$ cat config.mk
export PLATFORM = sky130hd
export DESIGN_NAME = bencode_stream_tokenizer_unit
export DESIGN_NICKNAME = d
export VERILOG_FILES = /design/src/rtl/bst_pkg.sv /design/src/rtl/bst_front.sv /design/src/rtl/bst_fifo.sv /design/src/rtl/bst_back.sv /design/src/rtl/bencode_stream_tokenizer_unit.sv
export SDC_FILE = /design/constraint.sdc
export NUM_CORES = 1
export LEC_CHECK = 0
export ABC_AREA = 1
export CELL_PAD_IN_SITES_DETAIL_PLACEMENT = 0
export CELL_PAD_IN_SITES_GLOBAL_PLACEMENT = 1
export CORE_AREA = 10 10 217 178
export CTS_BUF_LIST = sky130_fd_sc_hd__clkbuf_4 sky130_fd_sc_hd__clkbuf_8 sky130_fd_sc_hd__clkbuf_16
export CTS_CLUSTER_SIZE = 14
export DETAILED_ROUTE_END_ITERATION = 16
export DIE_AREA = 0 0 227 188
export DONT_BUFFER_PORTS = 1
export PLACE_DENSITY_LB_ADDON = 0.25
export SYNTH_ARGS = -nofsm -noshare
export SYNTH_HDL_FRONTEND = slang
export SYNTH_SLANG_ARGS = --single-unit
$ cat constraint.sdc
create_clock -name clk -period 6.12 [get_ports clk]
set_input_delay 0.306 -clock clk [delete_from_list [all_inputs] [get_ports clk]]
set_output_delay 0.306 -clock clk [all_outputs]
set_load 0.01 [all_outputs]
$ cat src/rtl/bst_pkg.sv
// Shared types, codes and helpers of the bencode stream tokenizer.
// Used by every module under rtl; depends on nothing else.
package bst_pkg;

	// Character codes of the encoding
	localparam logic [7:0] CHR_I     = 8'h69; // 'i'
	localparam logic [7:0] CHR_L     = 8'h6C; // 'l'
	localparam logic [7:0] CHR_D     = 8'h64; // 'd'
	localparam logic [7:0] CHR_E     = 8'h65; // 'e'
	localparam logic [7:0] CHR_MINUS = 8'h2D; // '-'
	localparam logic [7:0] CHR_COLON = 8'h3A; // ':'
	localparam logic [7:0] CHR_ZERO  = 8'h30; // '0'
	localparam logic [7:0] CHR_NINE  = 8'h39; // '9'

	// Depth of the queue between the front and back parts, and its pointer width
	localparam int QDEPTH = 4;
	localparam int QAW    = 2;

	typedef enum logic [2:0] {
		CH_OTHER,
		CH_DIGIT,
		CH_I,
		CH_L,
		CH_D,
		CH_E,
		CH_MINUS,
		CH_COLON
	} chr_t;

	typedef enum logic [2:0] {
		TK_INT,
		TK_STR_START,
		TK_STR_BYTE,
		TK_LIST_OPEN,
		TK_DICT_OPEN,
		TK_CLOSE,
		TK_ERROR
	} kind_t;

	typedef enum logic [2:0] {
		ERR_NONE,
		ERR_BAD_TYPE,
		ERR_KEY_NOT_STR,
		ERR_BAD_INT,
		ERR_OVERFLOW,
		ERR_EARLY_END,
		ERR_TOO_DEEP
	} err_t;

	typedef enum logic [1:0] {
		MODE_VALUE,
		MODE_INT,
		MODE_LEN,
		MODE_BODY
	} mode_t;

	// Stack entry: list, dict awaiting key, dict awaiting value; NONE when empty
	typedef enum logic [1:0] {
		ENT_LIST,
		ENT_KEY,
		ENT_VAL,
		ENT_NONE
	} ent_t;

	typedef enum logic [3:0] {
		ACT_DROP,
		ACT_FAIL,
		ACT_ACC,
		ACT_NEG,
		ACT_INT_START,
		ACT_INT_DONE,
		ACT_LEN_START,
		ACT_STR_HEAD,
		ACT_STR_EMPTY,
		ACT_STR_BYTE,
		ACT_STR_LAST,
		ACT_PUSH,
		ACT_POP,
		ACT_END,
		ACT_END_ERR
	} act_t;

	// One classified input beat
	typedef struct packed {
		logic       cmd;
		logic [7:0] data;
		chr_t       cls;
		logic [3:0] digit;
	} item_t;

	// One result beat
	typedef struct packed {
		kind_t       kind;
		logic [31:0] value;
		logic [4:0]  nest;
		logic        key;
		logic        done;
		err_t        code;
	} token_t;

	// A value has completed inside a container: flip key/value in a dict
	function automatic ent_t ent_finish(input ent_t e);
		ent_t r;
		unique case (e)
			ENT_KEY: r = ENT_VAL;
			ENT_VAL: r = ENT_KEY;
			default: r = e;
		endcase
		return r;
	endfunction

endpackage

$ cat src/rtl/bst_front.sv
// Front part of the bencode tokenizer: accepts input beats and classifies each byte.
// Depends on bst_pkg.
module bst_front
	import bst_pkg::*;
(
	input  logic       clk,
	input  logic       arst_n,
	input  logic       in_valid,
	output logic       in_ready,
	input  logic       in_cmd,
	input  logic [7:0] in_data,
	output logic       out_valid,
	input  logic       out_ready,
	output item_t      out_item
);

	logic  valid_s1;
	item_t item_s1;
	item_t item_d;

	always_comb begin
		item_d.cmd   = in_cmd;
		item_d.data  = in_data;
		item_d.digit = in_data[3:0];
		if (in_data >= CHR_ZERO && in_data <= CHR_NINE) begin
			item_d.cls = CH_DIGIT;
		end else begin
			unique case (in_data)
				CHR_I:     item_d.cls = CH_I;
				CHR_L:     item_d.cls = CH_L;
				CHR_D:     item_d.cls = CH_D;
				CHR_E:     item_d.cls = CH_E;
				CHR_MINUS: item_d.cls = CH_MINUS;
				CHR_COLON: item_d.cls = CH_COLON;
				default:   item_d.cls = CH_OTHER;
			endcase
		end
	end

	assign in_ready  = !valid_s1 || out_ready;
	assign out_valid = valid_s1;
	assign out_item  = item_s1;

	always_ff @(posedge clk or negedge arst_n) begin
		if (!arst_n) begin
			valid_s1 <= 1'b0;
		end else if (in_ready) begin
			valid_s1 <= in_valid;
		end
	end

	always_ff @(posedge clk) begin
		if (in_ready && in_valid) begin
			item_s1 <= item_d;
		end
	end

endmodule

$ cat src/rtl/bst_fifo.sv
// Short queue of classified beats between the front and back parts.
// Depends on bst_pkg.
module bst_fifo
	import bst_pkg::*;
(
	input  logic  clk,
	input  logic  arst_n,
	input  logic  in_valid,
	output logic  in_ready,
	input  item_t in_item,
	output logic  out_valid,
	input  logic  out_ready,
	output item_t out_item
);

	item_t          mem_q [QDEPTH];
	logic [QAW-1:0] wr_ptr_q;
	logic [QAW-1:0] rd_ptr_q;
	logic [QAW:0]   count_q;
	logic           push;
	logic           pop;

	assign in_ready  = count_q != (QAW+1)'(QDEPTH);
	assign out_valid = count_q != '0;
	assign out_item  = mem_q[rd_ptr_q];
	assign push      = in_valid && in_ready;
	assign pop       = out_valid && out_ready;

	always_ff @(posedge clk or negedge arst_n) begin
		if (!arst_n) begin
			wr_ptr_q <= '0;
			rd_ptr_q <= '0;
			count_q  <= '0;
		end else begin
			if (push) begin
				wr_ptr_q <= wr_ptr_q + 1'b1;
			end
			if (pop) begin
				rd_ptr_q <= rd_ptr_q + 1'b1;
			end
			if (push && !pop) begin
				count_q <= count_q + 1'b1;
			end else if (pop && !push) begin
				count_q <= count_q - 1'b1;
			end
		end
	end

	always_ff @(posedge clk) begin
		if (push) begin
			mem_q[wr_ptr_q] <= in_item;
		end
	end

endmodule

$ cat src/rtl/bst_back.sv
// Back part of the bencode tokenizer: parse state, nesting stack and token register.
// Depends on bst_pkg.
module bst_back
	import bst_pkg::*;
#(
	parameter int MAX_NEST = 16
) (
	input  logic   clk,
	input  logic   arst_n,
	input  logic   in_valid,
	output logic   in_ready,
	input  item_t  in_item,
	output logic   out_valid,
	input  logic   out_ready,
	output token_t out_token
);

	localparam int DW = $clog2(MAX_NEST + 1);

	mode_t          mode_q, mode_d;
	logic [DW-1:0]  depth_q, depth_d;
	logic [31:0]    accum_q, accum_d;
	logic           neg_q, neg_d;
	logic           seen_q, seen_d;
	logic [30:0]    remain_q, remain_d;
	logic           err_q, err_d;
	ent_t           stack_q [MAX_NEST];
	logic           tvalid_q;
	token_t         token_q;

	act_t           act;
	err_t           fail_code;
	ent_t           top;
	ent_t           below_top;
	logic [34:0]    acc_next;
	logic [34:0]    int_limit;
	logic [30:0]    remain_dec;
	logic           fire;
	logic           emit;
	logic           push_en, pop_en, fin_en;
	ent_t           push_ent;
	token_t         token_d;
	logic [DW+4:0]  nest_ext;

	assign in_ready   = !tvalid_q || out_ready;
	assign fire       = in_valid && in_ready;
	assign out_valid  = tvalid_q;
	assign out_token  = token_q;

	assign top        = (depth_q == '0) ? ENT_NONE : stack_q[0];
	assign acc_next   = ({3'b0, accum_q} << 3) + ({3'b0, accum_q} << 1) + 35'(in_item.digit);
	assign int_limit  = neg_q ? 35'h0_8000_0000 : 35'h0_7FFF_FFFF;
	assign remain_dec = remain_q - 31'd1;
	assign nest_ext   = {5'b0, depth_d};

	generate
		if (MAX_NEST > 1) begin : g_below
			assign below_top = stack_q[1];
		end else begin : g_single
			assign below_top = stack_q[0];
		end
	endgenerate

	// Decode: pick the action for the beat at the head of the queue
	always_comb begin
		act       = ACT_DROP;
		fail_code = ERR_NONE;
		if (in_item.cmd) begin
			act = (!err_q && (mode_q != MODE_VALUE || depth_q != '0)) ? ACT_END_ERR : ACT_END;
		end else if (!err_q) begin
			unique case (mode_q)
				MODE_INT: begin
					unique case (in_item.cls)
						CH_DIGIT: begin
							if (seen_q && accum_q == '0) begin
								act = ACT_FAIL; fail_code = ERR_BAD_INT;
							end else if (acc_next > int_limit) begin
								act = ACT_FAIL; fail_code = ERR_OVERFLOW;
							end else begin
								act = ACT_ACC;
							end
						end
						CH_MINUS: begin
							if (seen_q || neg_q) begin
								act = ACT_FAIL; fail_code = ERR_BAD_INT;
							end else begin
								act = ACT_NEG;
							end
						end
						CH_E: begin
							if (!seen_q || (neg_q && accum_q == '0)) begin
								act = ACT_FAIL; fail_code = ERR_BAD_INT;
							end else begin
								act = ACT_INT_DONE;
							end
						end
						default: begin
							act = ACT_FAIL; fail_code = ERR_BAD_INT;
						end
					endcase
				end
				MODE_LEN: begin
					unique case (in_item.cls)
						CH_DIGIT: begin
							if (acc_next > 35'h0_7FFF_FFFF) begin
								act = ACT_FAIL; fail_code = ERR_OVERFLOW;
							end else begin
								act = ACT_ACC;
							end
						end
						CH_COLON: act = (accum_q == '0) ? ACT_STR_EMPTY : ACT_STR_HEAD;
						default: begin
							act = ACT_FAIL; fail_code = ERR_BAD_INT;
						end
					endcase
				end
				MODE_BODY: act = (remain_dec == '0) ? ACT_STR_LAST : ACT_STR_BYTE;
				default: begin
					if (top == ENT_KEY && in_item.cls != CH_E && in_item.cls != CH_DIGIT) begin
						act = ACT_FAIL; fail_code = ERR_KEY_NOT_STR;
					end else begin
						unique case (in_item.cls)
							CH_DIGIT: act = ACT_LEN_START;
							CH_I:     act = ACT_INT_START;
							CH_L, CH_D: begin
								if (depth_q >= DW'(MAX_NEST)) begin
									act = ACT_FAIL; fail_code = ERR_TOO_DEEP;
								end else begin
									act = ACT_PUSH;
								end
							end
							CH_E: begin
								if (top == ENT_LIST || top == ENT_KEY) begin
									act = ACT_POP;
								end else begin
									act = ACT_FAIL; fail_code = ERR_BAD_TYPE;
								end
							end
							default: begin
								act = ACT_FAIL; fail_code = ERR_BAD_TYPE;
							end
						endcase
					end
				end
			endcase
		end
	end

	// Next parse mode
	always_comb begin
		unique case (act)
			ACT_END, ACT_END_ERR, ACT_INT_DONE, ACT_STR_EMPTY,
			ACT_STR_LAST, ACT_PUSH, ACT_POP: mode_d = MODE_VALUE;
			ACT_LEN_START:                   mode_d = MODE_LEN;
			ACT_INT_START:                   mode_d = MODE_INT;
			ACT_STR_HEAD:                    mode_d = MODE_BODY;
			default:                         mode_d = mode_q;
		endcase
	end

	// Datapath and token
	always_comb begin
		depth_d  = depth_q;
		accum_d  = accum_q;
		neg_d    = neg_q;
		seen_d   = seen_q;
		remain_d = remain_q;
		err_d    = err_q;
		push_en  = 1'b0;
		pop_en   = 1'b0;
		fin_en   = 1'b0;
		push_ent = (in_item.cls == CH_L) ? ENT_LIST : ENT_KEY;
		emit     = 1'b0;

		token_d.kind  = TK_ERROR;
		token_d.value = '0;
		token_d.key   = 1'b0;
		token_d.done  = 1'b0;
		token_d.code  = ERR_NONE;

		unique case (act)
			ACT_END, ACT_END_ERR: begin
				depth_d  = '0;
				accum_d  = '0;
				neg_d    = 1'b0;
				seen_d   = 1'b0;
				remain_d = '0;
				err_d    = 1'b0;
				emit     = act == ACT_END_ERR;
				token_d.code = ERR_EARLY_END;
			end
			ACT_FAIL: begin
				err_d        = 1'b1;
				emit         = 1'b1;
				token_d.code = fail_code;
			end
			ACT_ACC: begin
				accum_d = acc_next[31:0];
				seen_d  = seen_q | (mode_q == MODE_INT);
			end
			ACT_NEG: neg_d = 1'b1;
			ACT_INT_START: begin
				accum_d = '0;
				neg_d   = 1'b0;
				seen_d  = 1'b0;
			end
			ACT_INT_DONE: begin
				accum_d       = '0;
				neg_d         = 1'b0;
				seen_d        = 1'b0;
				fin_en        = 1'b1;
				emit          = 1'b1;
				token_d.kind  = TK_INT;
				token_d.value = neg_q ? (32'd0 - accum_q) : accum_q;
				token_d.done  = depth_q == '0;
			end
			ACT_LEN_START: accum_d = {28'b0, in_item.digit};
			ACT_STR_HEAD: begin
				accum_d       = '0;
				remain_d      = accum_q[30:0];
				emit          = 1'b1;
				token_d.kind  = TK_STR_START;
				token_d.value = accum_q;
				token_d.key   = top == ENT_KEY;
			end
			ACT_STR_EMPTY: begin
				accum_d      = '0;
				fin_en       = 1'b1;
				emit         = 1'b1;
				token_d.kind = TK_STR_START;
				token_d.key  = top == ENT_KEY;
				token_d.done = depth_q == '0;
			end
			ACT_STR_BYTE, ACT_STR_LAST: begin
				remain_d      = remain_dec;
				fin_en        = act == ACT_STR_LAST;
				emit          = 1'b1;
				token_d.kind  = TK_STR_BYTE;
				token_d.value = {24'b0, in_item.data};
				token_d.key   = top == ENT_KEY;
				token_d.done  = (act == ACT_STR_LAST) && (depth_q == '0);
			end
			ACT_PUSH: begin
				depth_d      = depth_q + 1'b1;
				push_en      = 1'b1;
				emit         = 1'b1;
				token_d.kind = (in_item.cls == CH_L) ? TK_LIST_OPEN : TK_DICT_OPEN;
			end
			ACT_POP: begin
				depth_d      = depth_q - 1'b1;
				pop_en       = 1'b1;
				emit         = 1'b1;
				token_d.kind = TK_CLOSE;
				token_d.done = depth_d == '0;
			end
			default: ;
		endcase
		token_d.nest = nest_ext[4:0];
	end

	always_ff @(posedge clk or negedge arst_n) begin
		if (!arst_n) begin
			mode_q   <= MODE_VALUE;
			depth_q  <= '0;
			accum_q  <= '0;
			neg_q    <= 1'b0;
			seen_q   <= 1'b0;
			remain_q <= '0;
			err_q    <= 1'b0;
			tvalid_q <= 1'b0;
		end else begin
			if (fire) begin
				mode_q   <= mode_d;
				depth_q  <= depth_d;
				accum_q  <= accum_d;
				neg_q    <= neg_d;
				seen_q   <= seen_d;
				remain_q <= remain_d;
				err_q    <= err_d;
			end
			if (fire && emit) begin
				tvalid_q <= 1'b1;
			end else if (out_ready) begin
				tvalid_q <= 1'b0;
			end
		end
	end

	always_ff @(posedge clk) begin
		if (fire && emit) begin
			token_q <= token_d;
		end
	end

	// Nesting stack as a shift line: entry 0 holds the innermost container whenever the depth is nonzero
	always_ff @(posedge clk) begin
		if (fire) begin
			if (push_en) begin
				stack_q[0] <= push_ent;
				for (int i = 1; i < MAX_NEST; i++) begin
					stack_q[i] <= stack_q[i-1];
				end
			end else if (pop_en) begin
				stack_q[0] <= ent_finish(below_top);
				for (int i = 1; i < MAX_NEST - 1; i++) begin
					stack_q[i] <= stack_q[i+1];
				end
			end else if (fin_en) begin
				stack_q[0] <= ent_finish(stack_q[0]);
			end
		end
	end

endmodule

$ cat src/rtl/bencode_stream_tokenizer_unit.sv
// Top level of the bencode stream tokenizer: front classifier, queue and parser back end.
// Depends on bst_pkg, bst_front, bst_fifo and bst_back.
//
// Usage: feed the encoded stream on the s_axis channel, one byte per beat in s_axis_tdata
// with s_axis_tuser low; a beat with s_axis_tuser high ends the input buffer and clears the
// parser. Tokens leave on m_axis: kind and dict-key flag in tuser, value, nesting depth and
// error code in tdata, and tlast set on the token that completes a top-level value.
// Bytes that produce no token (digits of a number, the 'i' prefix and so on) are absorbed.
// Path: a byte's beat is registered in the classifier stage, then written into the queue, and
// its token is then loaded from the queue head into the token register. Throughput: one byte
// per cycle while m_axis is not stalled; the parser back end handles one byte a cycle while
// its token register is empty or being taken, with the multiply-by-ten accumulate as its longest path.
// Reset clears the parse mode, depth, number and error state; the nesting stack needs no
// clearing since only entries pushed since the last reset or end beat are ever read.
// When the receiver stalls, the token register holds its beat, the back end stops, the
// queue fills, and s_axis_tready drops once the queue and classifier stage are full.
// Errors are reported by a single error token and then stick until an end beat; an end beat
// that arrives mid-value without a prior error answers with an early-end error token.
module bencode_stream_tokenizer_unit
	import bst_pkg::*;
#(
	parameter int MAX_NEST = 16
) (
	input  logic        clk,
	input  logic        arst_n,
	input  logic        s_axis_tvalid,
	output logic        s_axis_tready,
	input  logic [7:0]  s_axis_tdata,  // [7:0] data_byte
	input  logic        s_axis_tuser,  // [0] cmd
	output logic        m_axis_tvalid,
	input  logic        m_axis_tready,
	output logic [39:0] m_axis_tdata,  // [31:0] token_value, [36:32] nest_level, [39:37] error_code
	output logic [3:0]  m_axis_tuser,  // [2:0] token_kind, [3] is_dict_key
	output logic        m_axis_tlast   // top_done
);

	logic   front_valid;
	logic   front_ready;
	item_t  front_item;
	logic   queue_valid;
	logic   queue_ready;
	item_t  queue_item;
	token_t token;

	// Classify each byte and hold it for one stage
	bst_front u_front (
		.clk       (clk),
		.arst_n    (arst_n),
		.in_valid  (s_axis_tvalid),
		.in_ready  (s_axis_tready),
		.in_cmd    (s_axis_tuser),
		.in_data   (s_axis_tdata),
		.out_valid (front_valid),
		.out_ready (front_ready),
		.out_item  (front_item)
	);

	// Decouple the classifier from the parser so either side may stall
	bst_fifo u_fifo (
		.clk       (clk),
		.arst_n    (arst_n),
		.in_valid  (front_valid),
		.in_ready  (front_ready),
		.in_item   (front_item),
		.out_valid (queue_valid),
		.out_ready (queue_ready),
		.out_item  (queue_item)
	);

	// Parse state, nesting stack and output token register
	bst_back #(
		.MAX_NEST (MAX_NEST)
	) u_back (
		.clk       (clk),
		.arst_n    (arst_n),
		.in_valid  (queue_valid),
		.in_ready  (queue_ready),
		.in_item   (queue_item),
		.out_valid (m_axis_tvalid),
		.out_ready (m_axis_tready),
		.out_token (token)
	);

	// Pack the token onto the master beat
	assign m_axis_tdata = {token.code, token.nest, token.value};
	assign m_axis_tuser = {token.key, token.kind};
	assign m_axis_tlast = token.done;

endmodule
==> out/qor.csv <==
metric;value;unit
status;finished clean;
relSlewSlack;21.33;%
rrSetupSlack;240;ps
synthSimpleGateAreaFrac;26.68;%
syn_area;14920;sq um
yosys.cell_types.count;56;
min_to;u_front.out_item[6]$_SDFFCE_PP0P_;
hpwl;31950;microns
synth.area.mux_share;0;%
cts_tree;yes;
cts_max_path_buffers;3;
synth_compound_area_share;10.36;%
area_growth;15.89;%
antennaDiodeCount;0;
synth_warnings;0;
synth_fa_ha_area_share;9.542;%
reg2reg_from;u_fifo.rd_ptr_q[0]$_DFFE_PN0P_;
cp.arrival;6170;ps
dr_total_vias;12870;
htreeDepth;1;
globalplace.congestion;0.9172;
fin_hold_ws;65.31;ps
ys_seq_elements;219;
grt_pass1_vias;12080;
drv_cap;0;
viasPerCell;5.304;
nNetsFinal;2090;
postRouteAntennaNets;0;
ys_seq_area_share;41.32;%
critPathMostFrequentCell;nand2_2;
max_freq;170.1;MHz
syn-mean-instance-area;7.837;sq um
hp-class;in2reg;
port_buffers;0;
final_cells;2426;
hold_path_depth;1;
critPathLaunchType;flop;
grt_pass1_wl;66920;microns
dr.pass1.iters;5;
dieWidth;227;microns
setup_ws;241.8;ps
drive_above_1_share;10.88;%
drc;0;
drv_slew;0;
drt_iter0_drc;1084;
grt_max_degree;83;
yosys.area.top_type;edfxtp_1;
finalHoldViolations;0;
wl;42690;microns
start_util;43.54;%
fin_crit;5878;ps
synth_xor_area_share;5.341;%
cp_data_required_time;6410;ps
synth_top_cell_area_share;27.57;%
synth_top_family_by_area;simple AND/OR/NAND/NOR gates;
critPathSlowestCell;or4_4;
overflow;0;
critPathCaptureType;flop;
dieArea;42680;sq um
clock_sinks;219;
die_h;188;microns
preCtsSetupSlack;-24.12;ps
wire_per_inst;17.60;microns
period_share;96.05;%
clock_skew;27.50;ps
clock_latency;540;ps
cts-root-buf;clkbuf_16;
dominantRegCellSynth;edfxtp_1;
setup_viol;0;
rows;61;
syn-num-nets;2029;
reg2reg_to;u_back.out_token[18]$_DFFE_PP_;
cp_max_fo;37;
cp_slowest_stage_delay;530;ps
synth_area_leaders;edfxtp_1 28%, dfrtp_1 14%, nand2_1 14%;
placed_area;15720;sq um
core_region_area;34270;sq um
layout_common_cells;528 x nand2_1, 191 x inv_1, 184 x nor2_1;
synthCells;1904;
reg2reg_depth;37;
tightest_slew;1176;ps
clkTransAtPathRegs;60;ps
grt.total_usage;19.37;%
cts_made_buffers;26;
critical_path_class;reg2reg;
holdCritStartpoint;s_axis_tdata[1];
final_common_cell;nand2_1;
final_area;17290;sq um
synth_edf_count;137;
dp_cells;2345;
ys_async_sr_fraction;37.44;%
antenna_found_initial;0;
io_pins;60;
how the worst max path moves through the flow:
| stage | start | end | cells past startpoint |
|---|---|---|---|
| floorplan | u_fifo.rd_ptr_q[0]$_DFFE_PN0P_ | u_back.out_token[0]$_DFFE_PP_ | 35 |
| global route | u_fifo.rd_ptr_q[0]$_DFFE_PN0P_ | u_back.out_token[9]$_DFFE_PP_ | 38 |
| global placement | u_fifo.rd_ptr_q[0]$_DFFE_PN0P_ | u_back.remain_q[27]$_DFFE_PN0P_ | 36 |
| detailed placement | u_fifo.rd_ptr_q[0]$_DFFE_PN0P_ | u_back.remain_q[29]$_DFFE_PN0P_ | 36 |
| CTS | u_fifo.rd_ptr_q[0]$_DFFE_PN0P_ | u_back.out_token[14]$_DFFE_PP_ | 37 |
| finish | u_fifo.rd_ptr_q[0]$_DFFE_PN0P_ | u_back.out_token[18]$_DFFE_PP_ | 37 |
routing by layer:
layer  track usage [%]  wire (microns)
met1             30.29           22120
met2             28.30           17940
met3             2.043            1985
met4             3.097             646
met5                 0               0
timing repair:
item | CTS | global route
pin swaps | 2 | 30
buffers inserted | 0 | 14
endpoints found under the setup margin | 59 | 210
hold buffers | 13 | 0
hold endpoints to repair | 93 | 0
gates resized for setup | 7 | 65
gates cloned | 1 | 5
critical path, delay by kind of cell, from the launching register on:
| family | cells | cell delay [ps] |
|---|---|---|
| adders and majority gates | 4 | 1080 |
| AOI/OAI and AO/OA | 5 | 960 |
| xor gates and xnor gates | 1 | 150 |
| DFF | 1 | 450 |
| and+or+nand+nor | 20 | 2090 |
| buffers and inverters | 7 | 880 |
state kept, by name (all words and copies together), names as in the netlist, 2 cells and up:
signal            flops
u_back.accum_q       32
u_back.depth_q        5
u_back.mode_q         2
u_back.out_token     45
u_back.remain_q      31
u_back.stack_q       32
u_fifo.count_q        3
u_fifo.mem_q         48
u_fifo.rd_ptr_q       2
u_fifo.wr_ptr_q       2
u_front.out_item     12
cell type report:
type | count | area, sq um
multi-input combinational | 1428 | 8048
timing repair buffer | 83 | 833.3
sequential | 219 | 6167
clock inverter | 15 | 188.9
inverter | 207 | 783.3
fill | 3277 | 16980
tap | 441 | 551.8
clock buffer | 33 | 720.7
kinds of logic (layout without fill, tap and decap cells):
logic type	Yosys count	count (layout)
buffers and inverters	258	338
and+or+nand+nor	951	952
xor gates and xnor gates	91	91
adders and majority gates	112	112
DFF	219	219
AOI/OAI and AO/OA	273	273
synth_stat cells, drive strengths merged (2+ instances only):
master,instances
clkinv,3
nand2,550
clkbuf,25
nand3b,4
a21boi,2
buf,26
nor3,19
a31oi,8
nor2,204
nand3,146
a21oi,76
a21o,3
xnor2,20
nand4,15
o22ai,21
o221ai,7
dfrtp,82
edfxtp,137
ha,109
o21a,3
nor4,2
a32oi,4
nor3b,3
or2,5
inv,204
o31ai,2
o211ai,3
fa,3
o21bai,3
o21ai,136
xor2,71
metrics by stage:
step / utilization (%) / setup TNS, ps
CTS: 49.10 / 0
detailed placement: 45.88 / -398.6
floorplan: - / 0
global route: 50.46 / -1310
finish: 50.46 / 0
global placement: 45.88 / 0
Power is left out: the tool's default activity adds up to more than one toggle a clock period on the data nets, which glitch-free logic cannot reach.
